==> config.mk <==
export PLATFORM = sky130hd
export DESIGN_NAME = fpa_div_cell
export DESIGN_NICKNAME = d
export VERILOG_FILES = /design/src/rtl/fpa_pkg.sv /design/src/rtl/fpa_div_cell.sv
export SDC_FILE = /design/constraint.sdc
export NUM_CORES = 1
export LEC_CHECK = 0
export BUFFER_PORTS_ARGS = -buffer_cell sky130_fd_sc_hd__buf_2
export CAP_MARGIN = 0
export CORE_MARGIN = 8
export CORE_UTILIZATION = 30
export DETAILED_ROUTE_END_ITERATION = 10
export PLACE_DENSITY = 0.56
export SKIP_CTS_REPAIR_TIMING = 1
export SLEW_MARGIN = 20
export SYNTH_ARGS = -nofsm -noshare
export SYNTH_HDL_FRONTEND = slang
export SYNTH_SLANG_ARGS = --single-unit
==> constraint.sdc <==
create_clock -name clk -period 0.97 [get_ports clk]
set_input_delay 0.1455 -clock clk [delete_from_list [all_inputs] [get_ports clk]]
set_output_delay 0.1455 -clock clk [all_outputs]
set_load 0.02 [all_outputs]
==> src/rtl/fpa_pkg.sv <==
// Shared operation codes and stage-to-stage sideband type of the Q24.8 ALU.
`default_nettype none
package fpa_pkg;

	localparam int WORD_W = 32;
	localparam int OP_W   = 4;

	localparam logic [OP_W-1:0] OP_ADD     = 4'd0;
	localparam logic [OP_W-1:0] OP_SUB     = 4'd1;
	localparam logic [OP_W-1:0] OP_MUL     = 4'd2;
	localparam logic [OP_W-1:0] OP_DIV     = 4'd3;
	localparam logic [OP_W-1:0] OP_MIN     = 4'd4;
	localparam logic [OP_W-1:0] OP_MAX     = 4'd5;
	localparam logic [OP_W-1:0] OP_INC     = 4'd6;
	localparam logic [OP_W-1:0] OP_DEC     = 4'd7;
	localparam logic [OP_W-1:0] OP_TOINT   = 4'd8;
	localparam logic [OP_W-1:0] OP_FROMINT = 4'd9;

	// Everything about an item that rides along the divider row untouched.
	typedef struct packed {
		logic [OP_W-1:0]   op;
		logic [WORD_W-1:0] res;
		logic              less;
		logic              equal;
		logic              greater;
		logic              dz;
		logic              qneg;
	} side_t;

endpackage
`default_nettype wire

==> src/rtl/fpa_div_cell.sv <==
// One restoring-division cell: settle one quotient bit and pass the item on.
`default_nettype none
module fpa_div_cell import fpa_pkg::*; #(
	parameter int DW = 40
) (
	input  wire logic              clk,
	input  wire logic              arst_n,
	input  wire logic              en,
	input  wire logic              in_valid,
	input  wire side_t             in_side,
	input  wire logic [WORD_W-1:0] in_rem,
	input  wire logic [DW-1:0]     in_dq,
	input  wire logic [WORD_W-1:0] in_dvs,
	output logic                   valid_q,
	output side_t                  side_q,
	output logic [WORD_W-1:0]      rem_q,
	output logic [DW-1:0]          dq_q,
	output logic [WORD_W-1:0]      dvs_q
);

	logic [WORD_W:0] shifted, trial;
	logic            fits;

	always_comb begin
		// remainder stays below the divisor (at most 2^31), so the top bit is the borrow
		shifted = {in_rem, in_dq[DW-1]};
		trial   = shifted - {1'b0, in_dvs};
		fits    = !trial[WORD_W];
	end

	always_ff @(posedge clk or negedge arst_n) begin
		if (!arst_n) begin
			valid_q <= 1'b0;
		end else if (en) begin
			valid_q <= in_valid;
		end
	end

	always_ff @(posedge clk) begin
		if (en) begin
			side_q <= in_side;
			rem_q  <= fits ? trial[WORD_W-1:0] : shifted[WORD_W-1:0];
			dq_q   <= {in_dq[DW-2:0], fits};
			dvs_q  <= in_dvs;
		end
	end

endmodule
`default_nettype wire

* Word level (Yosys, flattened, before mapping)
Index checks and enable logic that the tools add are counted.
** Word-level totals
- Output and inout port bits :: 146
- Bits of input ports :: 149
- Register bits after elaboration :: 146
** Cells by class
- Add/subtract/negate cells :: 1
- Muxes and demuxes :: 1
- Reductions and logical operators :: 1
** Operators with widths (count)
- 33-bit by 32-bit subtractor with 33-bit output :: 1
- 32-bit two-way mux :: 1
- 1-bit logical NOT :: 1

* Longest topological paths before layout
- Depth in word-level cells :: 2
- Depth in mapped cells :: 13
- Mapped depth without buffers :: 12

* Worst setup path after synthesis
No wires, ideal clock.
- Path type :: input-to-reg
- From :: in in_dvs[16]
- To :: reg rem_q[10] (data pin)
- Required time :: 0.710 ns
- Data arrival time :: 2.401 ns
- Slack :: -1.691 ns
- Stages on the path :: 12
- Setup time :: 0.260 ns
- Path buffers :: 2
- Cells stage by stage :: inv_1 ha_1 buf_6 a21oi_4 o211ai_1 a221o_1 a211o_1 o21a_1 o211ai_4 inv_2 buf_6 mux2_4
** On the way
- Cells in the longest elaborated chain, start to end :: 2
** RTL lines
- from (decl) :: RTL line fpa_div_cell.sv:13 : input wire logic [WORD_W-1:0] in_dvs,
- 33-bit by 32-bit subtractor with 33-bit output :: RTL line fpa_div_cell.sv:27 : trial = shifted - {1'b0, in_dvs};
- 32-bit two-way mux :: RTL line fpa_div_cell.sv:42 : rem_q <= fits ? trial[WORD_W-1:0] : shifted[WORD_W-1:0];
- to (signal assigned) :: RTL line fpa_div_cell.sv:42
- to (decl) :: RTL line fpa_div_cell.sv:16 : output logic [WORD_W-1:0] rem_q,
Every way passes these cells.
A chain may end at the register's enable or synchronous reset.

* Final worst setup path
- From :: in in_dvs[16]
- To :: reg rem_q[6] (data pin)
Same word-level chain as after synthesis.

==> impl_metrics.env <==
export IMPL_synthFlopType="edfxtp_1"
export IMPL_critPathMaxStageDelay_ns=0.35
export IMPL_clkSlewWorstSetupHoldPaths_ns=0.06
export IMPL_io_pins=295
export IMPL_min_period_ns=2.27
export IMPL_synth_cell_types=51
export IMPL_required_ns=1.13
export IMPL_core_area_sq_um=22500
export IMPL_drive_gt1_share_pct=47.9
export IMPL_cts_buffers=17
export IMPL_crit_type="in2reg"
export IMPL_synth_largest_area_cell="edfxtp_1"
export IMPL_hold_viol=0
export IMPL_die_h_um=167
export IMPL_slew_viol_final=0
export IMPL_start_util_pct=30.4
export IMPL_syn_num_nets=689
export IMPL_wirelength_mm=25.3
export IMPL_cpLargestDelayFamily="compound AO/OA/AOI/OAI gates"
export IMPL_drt_initial_drc_count=289
export IMPL_multiInputGateArea_sq_um=2410
export IMPL_clockPowerShare_pct=31.9
export IMPL_p_seq_share_pct=39.6
export IMPL_insertion_delay_ns=0.41
export IMPL_r2r_start="valid_q"
export IMPL_p_leak_nw=5.55
export IMPL_p_sw_share_pct=29.9
export IMPL_dieArea_sq_um=27900
export IMPL_clock_sinks=146
export IMPL_startpoint_type="primary input"
export IMPL_path_buf_inv=4
export IMPL_tightest_slew_ns=0.386
export IMPL_grt_max_degree=63
export IMPL_critical_path_slowest_cell="a221o_1"
export IMPL_port_buffers=294
export IMPL_internal_power_mw=14.1
export IMPL_grt_pass1_wl_mm=33.8
export IMPL_grt_pass1_vias=5796
export IMPL_cts_tree="yes"
export IMPL_num_antenna_cells=0
export IMPL_synth_most_common_cell="edfxtp_1"
export IMPL_antenna_found_initial=3
export IMPL_hpwlAfterDp_mm=18.1
export IMPL_synth_edf_count=145
export IMPL_worstHoldStart="in_dvs[2]"
export IMPL_synth_warnings=0
export IMPL_holdCritPathClass="in2reg"
export IMPL_die_x_um=167
export IMPL_syn_avg_cell_area_sq_um=13.5
export IMPL_nFillCells=1877
export IMPL_htree_levels=4
export IMPL_drc_errors=0
export IMPL_vias=6205
export IMPL_timing_fmax_mhz=441
export IMPL_seqCellArea_sq_um=4380
export IMPL_period_share_pct=234
export IMPL_ir_worst_vdd_mv=0.989
export IMPL_routabilityCongestion=0.829
export IMPL_powerDensity_nw_per_um2=1630
export IMPL_synth_common_cells="edfxtp_1, nand2_1, inv_1"
export IMPL_fin_nets=1237
export IMPL_dpl_worst_slack_ns=-1.98
export IMPL_finalPower_mw=20.1
export IMPL_routedWlPerCell_um=18.7
export IMPL_clock_tree_buffer_depth=2
export IMPL_crit_top_cell="o211ai_1"
export IMPL_ys_top_cells_by_area="edfxtp_1, ha_1, mux2_4"
export IMPL_cp_max_fo=7
export IMPL_synth_top_cell_area_share_pct=63.6
export IMPL_synth_area_sq_um=6840
export IMPL_synth_seq_cells=146
export IMPL_violations="negative setup slack"
export IMPL_vias_per_cell=4.59
export IMPL_drtAntennaViolNets=0
export IMPL_drv_cap=0
export IMPL_dpl_cell_count=1202
export IMPL_cp_end_kind="flip-flop"
export IMPL_fin_ws_ns=-1.30
export IMPL_combPwrFrac_pct=28.4
export IMPL_relSlewSlack_pct=74.0
export IMPL_grt_total_usage_pct=15.8
export IMPL_cts_root_buf="clkbuf_16"
export IMPL_rsz0062_at_grt="true"
export IMPL_first_pass_iters=5
export IMPL_setup_viol=179
export IMPL_crit_start="in_dvs[16]"
export IMPL_netSwitchingPower_mw=6.00
export IMPL_netlist_instances=507
export IMPL_layout_cells_non_filler=1353
export IMPL_row_count=55
export IMPL_ys_async_sr_fraction_pct=0.685
export IMPL_seq_area_frac_synth_pct=64.0
export IMPL_grt_overflow=0
export IMPL_syn_to_final_growth_pct=80.3
export IMPL_cp_cell_sequence="buf_8, inv_12, ha_4, a21oi_4, o211ai_1, a221o_1, a211o_1, o211ai_1, o211ai_4, inv_4, clkbuf_16, mux2_4"
export IMPL_status="finished, violations left"
export IMPL_cp_data_arrival_time_ns=2.43
export IMPL_fin_worst_skew_ns=0
[power by group through the flow]
stage	Sequential (mW)	Combinational [mW]	Clock, mW
finish	7.96	5.71	6.41
global route	8.01	6.12	6.79
CTS	7.83	4.67	6.60
detailed placement	7.96	4.65	0
global placement	7.95	4.61	0
floorplan	8.78	1.62	0
[logic make-up (layout without fill, tap and decap cells)]
logic type,Yosys count,after routing,share of synthesized area [%]
compound gates,120,120,11.6
mux,19,19,4.11
simple gates,108,108,7.57
flops,146,146,64.0
buf+inv,57,618,3.47
fa+ha+maj,33,33,6.14
xor+xnor,24,24,3.07
[cells in the final DEF, fill, tap and decap left out, drive strengths merged, types with 3 or more instances in the layout]
cell         instances
buf                431
edfxtp             145
dlygate4sd3        112
inv                 49
nand2               44
a21oi               36
ha                  32
o21ai               24
mux2                19
clkbuf              18
nor2                16
a21o                15
xnor2               14
nand3               11
xor2                10
o211ai               9
nand4                7
o21a                 6
and3                 6
clkinv               6
nor2b                5
o21bai               5
o31ai                5
nand2b               5
a211oi               4
nor3                 4
and2                 3
[layer usage]
metal | wire, um | part of all wire (%) | vias up | GRT usage [%]
met5 | 24 | 0.095 | - | 0
met4 | 350 | 1.4 | 6 | 4.47
met3 | 1510 | 5.9 | 25 | 4.73
met2 | 13200 | 52 | 224 | 28.2
met1 | 10300 | 41 | 2951 | 18.0
li1 | - | - | 2999 | -
[sequential cells by signal (all words and copies together), names as in the netlist]
register / count
dq_q: 40
rem_q: 32
valid_q: 1
dvs_q: 32
side_q: 41
[final cells by class]
class,count,area share [%]
clock buffers,17,3.45
flip-flops and latches,146,35.5
repair buffers,544,36.1
clock inverters,15,1.19
multi-input cells,304,19.5
inverters,42,1.40
well taps,285,2.89
[final timing paths]
path / to / slack (ns) / cells after the start
setup / recovery: rem_q[6] / -1.30 / 12
hold / removal: dvs_q[2] / 0.009 / 2
setup reg to reg: valid_q / 0.21 / 1
hold reg to reg: valid_q / 0.54 / 1
max in group asynchronous: valid_q / 0.80 / 2
min in group asynchronous: valid_q / 0.08 / 2
[through the flow]
stage / setup TNS, ns / cell area (sq um) / hold WS [ns] / util [%]
floorplan: -49.09 / 6940 / -0.150 / -
global placement: -61.34 / 9740 / -0.0711 / 43.3
detailed placement: -62.51 / 9740 / -0.0711 / 43.3
CTS: -69.81 / 10300 / -0.523 / 45.8
global route: -67.31 / 12300 / 0.00172 / 54.8
finish: -59.63 / 12300 / 0.00940 / 54.8
No activity file was read; power rests on OpenSTA's default activity.
