<file path="config.mk">
export PLATFORM = sky130hd
export DESIGN_NAME = fpa_front
export DESIGN_NICKNAME = d
export VERILOG_FILES = /design/src/rtl/fpa_pkg.sv /design/src/rtl/fpa_front.sv
export SDC_FILE = /design/constraint.sdc
export NUM_CORES = 2
export LEC_CHECK = 0
export ABC_AREA = 0
export BUFFER_PORTS_ARGS = -buffer_cell sky130_fd_sc_hd__buf_2
export CAP_MARGIN = 40
export CELL_PAD_IN_SITES_DETAIL_PLACEMENT = 1
export CELL_PAD_IN_SITES_GLOBAL_PLACEMENT = 2
export CORE_MARGIN = 5
export CORE_UTILIZATION = 42
export CTS_CLUSTER_SIZE = 40
export DETAILED_ROUTE_END_ITERATION = 8
export PLACE_DENSITY_LB_ADDON = 0.15
export SYNTH_ARGS = -nofsm -noshare
export SYNTH_HDL_FRONTEND = slang
export SYNTH_SLANG_ARGS = --single-unit
</file>
<file path="constraint.sdc">
create_clock -name clk -period 5.4 [get_ports clk]
set_input_delay 0.27 -clock clk [delete_from_list [all_inputs] [get_ports clk]]
set_output_delay 0.27 -clock clk [all_outputs]
set_load 0.02 [all_outputs]
</file>
<file path="src/rtl/fpa_pkg.sv">
// Shared operation codes and stage-to-stage sideband type of the Q24.8 ALU.
`default_nettype none
package fpa_pkg;

	localparam int WORD_W = 32;
	localparam int OP_W   = 4;

	localparam logic [OP_W-1:0] OP_ADD     = 4'd0;
	localparam logic [OP_W-1:0] OP_SUB     = 4'd1;
	localparam logic [OP_W-1:0] OP_MUL     = 4'd2;
	localparam logic [OP_W-1:0] OP_DIV     = 4'd3;
	localparam logic [OP_W-1:0] OP_MIN     = 4'd4;
	localparam logic [OP_W-1:0] OP_MAX     = 4'd5;
	localparam logic [OP_W-1:0] OP_INC     = 4'd6;
	localparam logic [OP_W-1:0] OP_DEC     = 4'd7;
	localparam logic [OP_W-1:0] OP_TOINT   = 4'd8;
	localparam logic [OP_W-1:0] OP_FROMINT = 4'd9;

	// Everything about an item that rides along the divider row untouched.
	typedef struct packed {
		logic [OP_W-1:0]   op;
		logic [WORD_W-1:0] res;
		logic              less;
		logic              equal;
		logic              greater;
		logic              dz;
		logic              qneg;
	} side_t;

endpackage
`default_nettype wire

</file>
<file path="src/rtl/fpa_front.sv">
// Front stages: register operands and product, then form every non-divide result.
`default_nettype none
module fpa_front import fpa_pkg::*; #(
	parameter int FRAC_BITS = 8,
	parameter int DW        = 32 + FRAC_BITS
) (
	input  wire logic              clk,
	input  wire logic              arst_n,
	input  wire logic              en,
	input  wire logic              in_valid,
	input  wire logic [OP_W-1:0]   in_op,
	input  wire logic [WORD_W-1:0] in_a,
	input  wire logic [WORD_W-1:0] in_b,
	output logic                   valid_s2,
	output side_t                  side_s2,
	output logic [DW-1:0]          dq_s2,
	output logic [WORD_W-1:0]      dvs_s2
);

	logic                     valid_s1;
	logic [OP_W-1:0]          op_s1;
	logic signed [WORD_W-1:0] a_s1;
	logic signed [WORD_W-1:0] b_s1;
	logic signed [2*WORD_W-1:0] prod_s1;

	always_ff @(posedge clk or negedge arst_n) begin
		if (!arst_n) begin
			valid_s1 <= 1'b0;
		end else if (en) begin
			valid_s1 <= in_valid;
		end
	end

	always_ff @(posedge clk) begin
		if (en) begin
			op_s1   <= in_op;
			a_s1    <= in_a;
			b_s1    <= in_b;
			prod_s1 <= $signed(in_a) * $signed(in_b);
		end
	end

	logic              lt, eq, gt;
	logic [WORD_W-1:0] abs_a, abs_b, bias, toint_sum, res;

	always_comb begin
		lt    = a_s1 < b_s1;
		eq    = a_s1 == b_s1;
		gt    = a_s1 > b_s1;
		abs_a = a_s1[WORD_W-1] ? WORD_W'(-a_s1) : WORD_W'(a_s1);
		abs_b = b_s1[WORD_W-1] ? WORD_W'(-b_s1) : WORD_W'(b_s1);
		// round toward zero: bias negative values by one less than the scale
		bias      = {{(WORD_W-FRAC_BITS){1'b0}}, {FRAC_BITS{a_s1[WORD_W-1]}}};
		toint_sum = a_s1 + bias;
		case (op_s1)
			OP_ADD:     res = a_s1 + b_s1;
			OP_SUB:     res = a_s1 - b_s1;
			OP_MUL:     res = prod_s1[FRAC_BITS +: WORD_W];
			OP_MIN:     res = lt ? a_s1 : b_s1;
			OP_MAX:     res = gt ? a_s1 : b_s1;
			OP_INC:     res = a_s1 + 1'b1;
			OP_DEC:     res = a_s1 - 1'b1;
			OP_TOINT:   res = WORD_W'($signed(toint_sum) >>> FRAC_BITS);
			OP_FROMINT: res = a_s1 << FRAC_BITS;
			default:    res = '0;
		endcase
	end

	always_ff @(posedge clk or negedge arst_n) begin
		if (!arst_n) begin
			valid_s2 <= 1'b0;
		end else if (en) begin
			valid_s2 <= valid_s1;
		end
	end

	always_ff @(posedge clk) begin
		if (en) begin
			side_s2.op      <= op_s1;
			side_s2.res     <= res;
			side_s2.less    <= lt;
			side_s2.equal   <= eq;
			side_s2.greater <= gt;
			side_s2.dz      <= (op_s1 == OP_DIV) && (b_s1 == '0);
			side_s2.qneg    <= a_s1[WORD_W-1] ^ b_s1[WORD_W-1];
			dq_s2           <= {abs_a, {FRAC_BITS{1'b0}}};
			dvs_s2          <= abs_b;
		end
	end

endmodule
`default_nettype wire

</file>
; ---- Yosys cells after proc, flatten, opt, wreduce, memory -nomap -nowiden
; Cells that the tools add are included.
[word_totals]
wordCells = 46
regBits = 215
out_inout_bits = 114
input_bits = 72
[op_classes]
n_lt_le_gt_ge = 2
n_mux = 5
reduce_logical = 3
n_addsub = 7
n_mul = 1
bitwise_logic = 1
n_eq_ne = 10
[op_table]
columns = operator, n
row1 = 32-bit one-hot mux with 9 select lines, 1
row2 = 32-bit two-way mux, 2
row3 = 32-bit negation, 2
row4 = 31-bit two-way mux, 2
row5 = 32-bit by 32-bit multiplier with 40-bit output, 1
row6 = "32-bit by 1-bit adder with 32-bit output, second input constant", 1
row7 = 32-bit adder, 1
row8 = 32-bit by 8-bit adder with 32-bit output, 1
row9 = 32-bit == test, 1
row10 = 32-bit > comparator, 1
row11 = 32-bit logical NOT, 1
row12 = 32-bit < comparator, 1
row13 = "32-bit by 1-bit subtractor with 32-bit output, second input constant", 1
row14 = 32-bit subtractor, 1
row15 = "4-bit by 3-bit == test with 1-bit output, second input constant", 4
row16 = "4-bit by 2-bit == test with 1-bit output, second input constant", 2
row17 = "4-bit == test, second input constant", 2
row18 = "4-bit by 1-bit == test with 1-bit output, second input constant", 1
row19 = 4-bit logical NOT, 1
row20 = 1-bit logical AND, 1
row21 = 1-bit bitwise XOR, 1

; ---- Logic depth before layout (Yosys ltp)
[logic_depth]
word_depth = 3
depth_mapped = 27
mapped_depth_nobuf = 25

; ---- Worst setup path before layout
; Ideal clock, no wire load.
[synth_path]
path_type = input -> register
from = input port in_a[12]
to = register prod_s1[38], data pin
stages = 25
n_path_buf = 2
path_slack_ns = -1.613
setup_ns = 0.261
required_ns = 5.139
t_arrival_ns = 6.753
path_cell_list = clkbuf_1 > clkbuf_1 > nand2_1 > fa_1 > inv_1 > fa_1 > fa_1 > inv_1 > fa_1 > inv_1 > fa_1 > fa_1 > fa_1 > inv_1 > fa_1 > inv_1 > ha_1 > and4_1 > a221oi_1 > nand3_1 > o21a_1 > a221oi_1 > o21bai_1 > a211oi_1 > nor2_1
[synth_via]
elab_chain_len = 1
[synth_rtl]
columns = item, line
row1 = "start, declared", fpa_front.sv:12  ; input wire logic [WORD_W-1:0] in_a,
row2 = 32-bit by 32-bit multiplier with 40-bit output, fpa_front.sv:39  ; prod_s1 <= $signed(in_a) * $signed(in_b);
row3 = "end signal, assigned", fpa_front.sv:39
row4 = "end, declared", fpa_front.sv:24  ; logic signed [2*WORD_W-1:0] prod_s1;
; No other way between the ends.
; A chain may end at the register's enable or synchronous reset.

; ---- Worst setup path in the final report
[layout_path]
from = input port in_a[18]
to = register prod_s1[37], data pin
; The elaborated chain is that of the path after synthesis.

==> flow_summary_export.csv <==
group,metric,value,unit
routing,first_pass_iters,8,
critical_path,crit_path_frequent_cell,"fa_1",
routing,vias,30730,
critical_path,worst_ep_arrival_time,6.72,ns
global_routing,antenna_found_initial,2,
synthesis,synth_seq_area_share,16.31,%
die,start_util,42.28,%
critical_path,crit_chain,"buf_12 > buf_6 > buf_4 > and2_1 > fa_2 > fa_1 > fa_1 > inv_1 > fa_1 > inv_1 > fa_1 > fa_1 > fa_1 > fa_2 > ha_4 > o21a_1 > o21ai_1 > nand2b_1 > o21a_4 > a221oi_4 > o21bai_1 > buf_4 > xor2_1",
cts,cts_root_buffer,"clkbuf_16",
routing,drtIter0Drc,1908,
critical_path,path_delay_family,"adder cells",
critical_path,worst-path-max-fanout,11,
timing,fmax,155.4,MHz
die,core_area,90010,µm²
run_status,violations,"setup timing",
critical_path,critPathLaunchType,"input port",
timing,whs,0.05005,ns
place,placement.io_buffers,177,
timing,rsz0062_at_grt,"true",
timing,min_period,6.435,ns
timing,finalHoldViolCount,0,
critical_path,slowest_stage,"fa_2",
layout,utilization,49.96,%
synthesis,ys_seq_elements,207,
global_routing,grt_pass1_wl,208.8,mm
cts,htree_levels,1,
min_path,hp-class,"in -> async",
run,cap_violations,0,
timing,relSlewSlack,39.39,%
layout,syn_to_final_growth,18.16,%
synthesis,yosys-top-cells-area,"fa_1 (34%), edfxtp_1 (16%), ha_1 (8.4%)",
die,die_area,96730,µm²
routing,ant_nets,0,
synthesis,synth_edf_count,205,
timing,setup_viol,27,
cts,cts_tree,"done",
cts,numCtsBuffers,19,
critical_path,critical-path-max-stage-delay,0.64,ns
critical_path,critPathCaptureType,"register",
synthesis,ys_async_sr_fraction,0.9662,%
die,die_w,311.0,µm
global_routing,grt_pass1_vias,33820,
layout,final_area,44970,µm²
global_routing,grt_usage,27.73,%
synthesis,ys.flop_type,"edfxtp_1",
die,io_pins,186,
routing,vias_per_cell,5.454,
place,dp_hpwl,112.1,mm
layout,final_cells,5635,
global_routing,grt_max_degree,105,
synthesis,yosys_warnings,0,
place,placed_area,42650,µm²
synthesis,ys_types,93,
timing,worstMarginPinSlew,0.9008,ns
cts,clock-sinks,207,
cts,clk_latency,0.54,ns
synthesis,yosys.area.top_type_share,33.93,%
critical_path,crit_buf_inv,6,
place,place.gp.congestion,0.9588,
synthesis,avgSynthCellArea,9.387,µm²
critical_path,worstSetupPathType,"in -> reg",
layout,layout.nets,5420,
routing,drt_wl_total,135.4,mm
die,die_y,311.0,µm
cts,clockBufferDepth,3,
routing,route.detailed.drc,0,
run_status,status,"finished with violations",
timing,skew,0.01043,ns
synthesis,synthesis.instances,4054,
global_routing,grt.overflow.total,0,
timing,fin_crit_sh,119.2,%
synthesis,netlist_area,38060,µm²
die,placementRows,110,
layout,drive_gt1_share,18.69,%
timing,worst_slack,-1.035,ns
cts,clkTransAtPathRegs,0.07,ns
critical_path,required,5.69,ns
timing,maxSlewViolCount,0,
routing,wl_per_cell,24.02,µm
place,dp.cells,5566,
synthesis,synth_top_area_cell,"fa_1",
## path summary, 6_finish.rpt
kind	startpoint	endpoint	slack (ns)	cells after the start
worst max-delay path	in_a[18]	prod_s1[37]	-1.03	23
worst min-delay path	arst_n	valid_s1	0.05	2
worst max register to register	op_s1[3]	side_s2[36]	0.76	13
worst min register to register	valid_s2	valid_s2	0.50	1
max in group asynchronous	arst_n	valid_s2	5.26	2
min in group clk	in_a[15]	a_s1[15]	0.07	2
## through the flow
step	setup TNS (ns)	setup WS, ns
floorplan	-20.49	-1.265
global placement	-40.99	-1.851
detailed placement	-43.64	-2.014
CTS	-17.57	-1.039
global route	-23.18	-1.237
finish	-18.67	-1.035
## cells in the final DEF (no fill, tap or decap), types with 22 or more instances in the layout
cell type,netlist,final
a21o_1,27,27
a21oi_1,123,111
and2_1,452,422
and2_4,0,30
buf_12,0,22
buf_2,13,138
buf_4,11,350
buf_6,7,48
edfxtp_1,205,205
fa_1,645,600
fa_2,0,45
ha_1,257,231
ha_4,0,26
inv_1,744,720
inv_2,0,24
nand2_1,405,401
nand2b_1,30,30
nand3_1,43,39
nand4_1,30,30
nor2_1,107,91
nor3_1,49,47
o21ai_0,122,114
o31ai_1,26,26
xnor2_1,154,151
xor2_1,33,32
## cells in the mapped netlist, drive strengths merged (21+ instances only)
| master | n |
|---|---|
| or3 | 21 |
| nand2b | 33 |
| nand2 | 405 |
| xnor2 | 154 |
| a21oi | 123 |
| o31ai | 26 |
| fa | 645 |
| buf | 33 |
| nand4 | 30 |
| nor2b | 21 |
| xor2 | 33 |
| edfxtp | 205 |
| o21ai | 123 |
| ha | 257 |
| o211ai | 22 |
| nand3 | 43 |
| clkbuf | 191 |
| inv | 744 |
| nor3 | 49 |
| and2 | 452 |
| a21o | 27 |
| nor2 | 107 |
## area by class of cell
cell class                 instances  area (µm²)
antenna                            1       2.502
multi-input combinational       2886       29000
fill                           10180       45040
tap                             1176        1471
clock inverter                    13       234.0
sequential                       207        6206
timing repair buffer             588        4782
inverter                         744        2793
clock buffer                      20       479.2
## routing by layer
layer	up-vias	wire [µm]	GRT usage, %
met5	-	14	0
met1	16000	60650	39.12
met3	170	8110	3.716
li1	13690	-	-
met4	2	3772	6.891
met2	879	62840	45.62
## sequential cells by signal, indices dropped and copies added (netlist names)
signal	count
dq_s2	32
valid_s2	1
b_s1	32
valid_s1	1
side_s2	41
dvs_s2	32
op_s1	4
a_s1	32
prod_s1	32
## what timing repair did
item / 4_1_cts / 5_1_grt
hold buffers: 7 / 0
cloned: 2 / 2
hold endpoints to repair: 8 / 0
pin swaps: 117 / 49
setup buffers: 16 / 15
resized for setup: 229 / 91
setup endpoints to repair: 29 / 29
## worst reg2reg max path, stage by stage (launching register included)
cell and delay (ns):
edfxtp_1 0.40, nor2b_1 0.54, and3_1 0.34, buf_4 0.31, ha_1 0.33, o21ai_0 0.45, nor2_1 0.10, a21o_1 0.22
o21ai_0 0.38, o31a_1 0.29, a21oi_1 0.17, a211oi_1 0.30, mux2i_1 0.37, nand4_1 0.17
## kinds of logic (layout without fill, tap and decap cells)
logic type | count (synthesis) | in the layout | share of synthesized area, %
AO/OA/AOI/OAI | 543 | 543 | 9.794
XOR/XNOR | 187 | 187 | 4.304
adder cells (fa/ha/maj) | 902 | 902 | 42.38
buffers and inverters | 968 | 1365 | 9.945
flip-flops | 207 | 207 | 16.31
multiplexers | 17 | 17 | 0.4636
other | 1 | 9 | 0.009854
AND/OR/NAND/NOR | 1229 | 1229 | 16.80
Power is not shown: default switching activity piles up to over one toggle a cycle in this logic, so the estimate is an artifact.
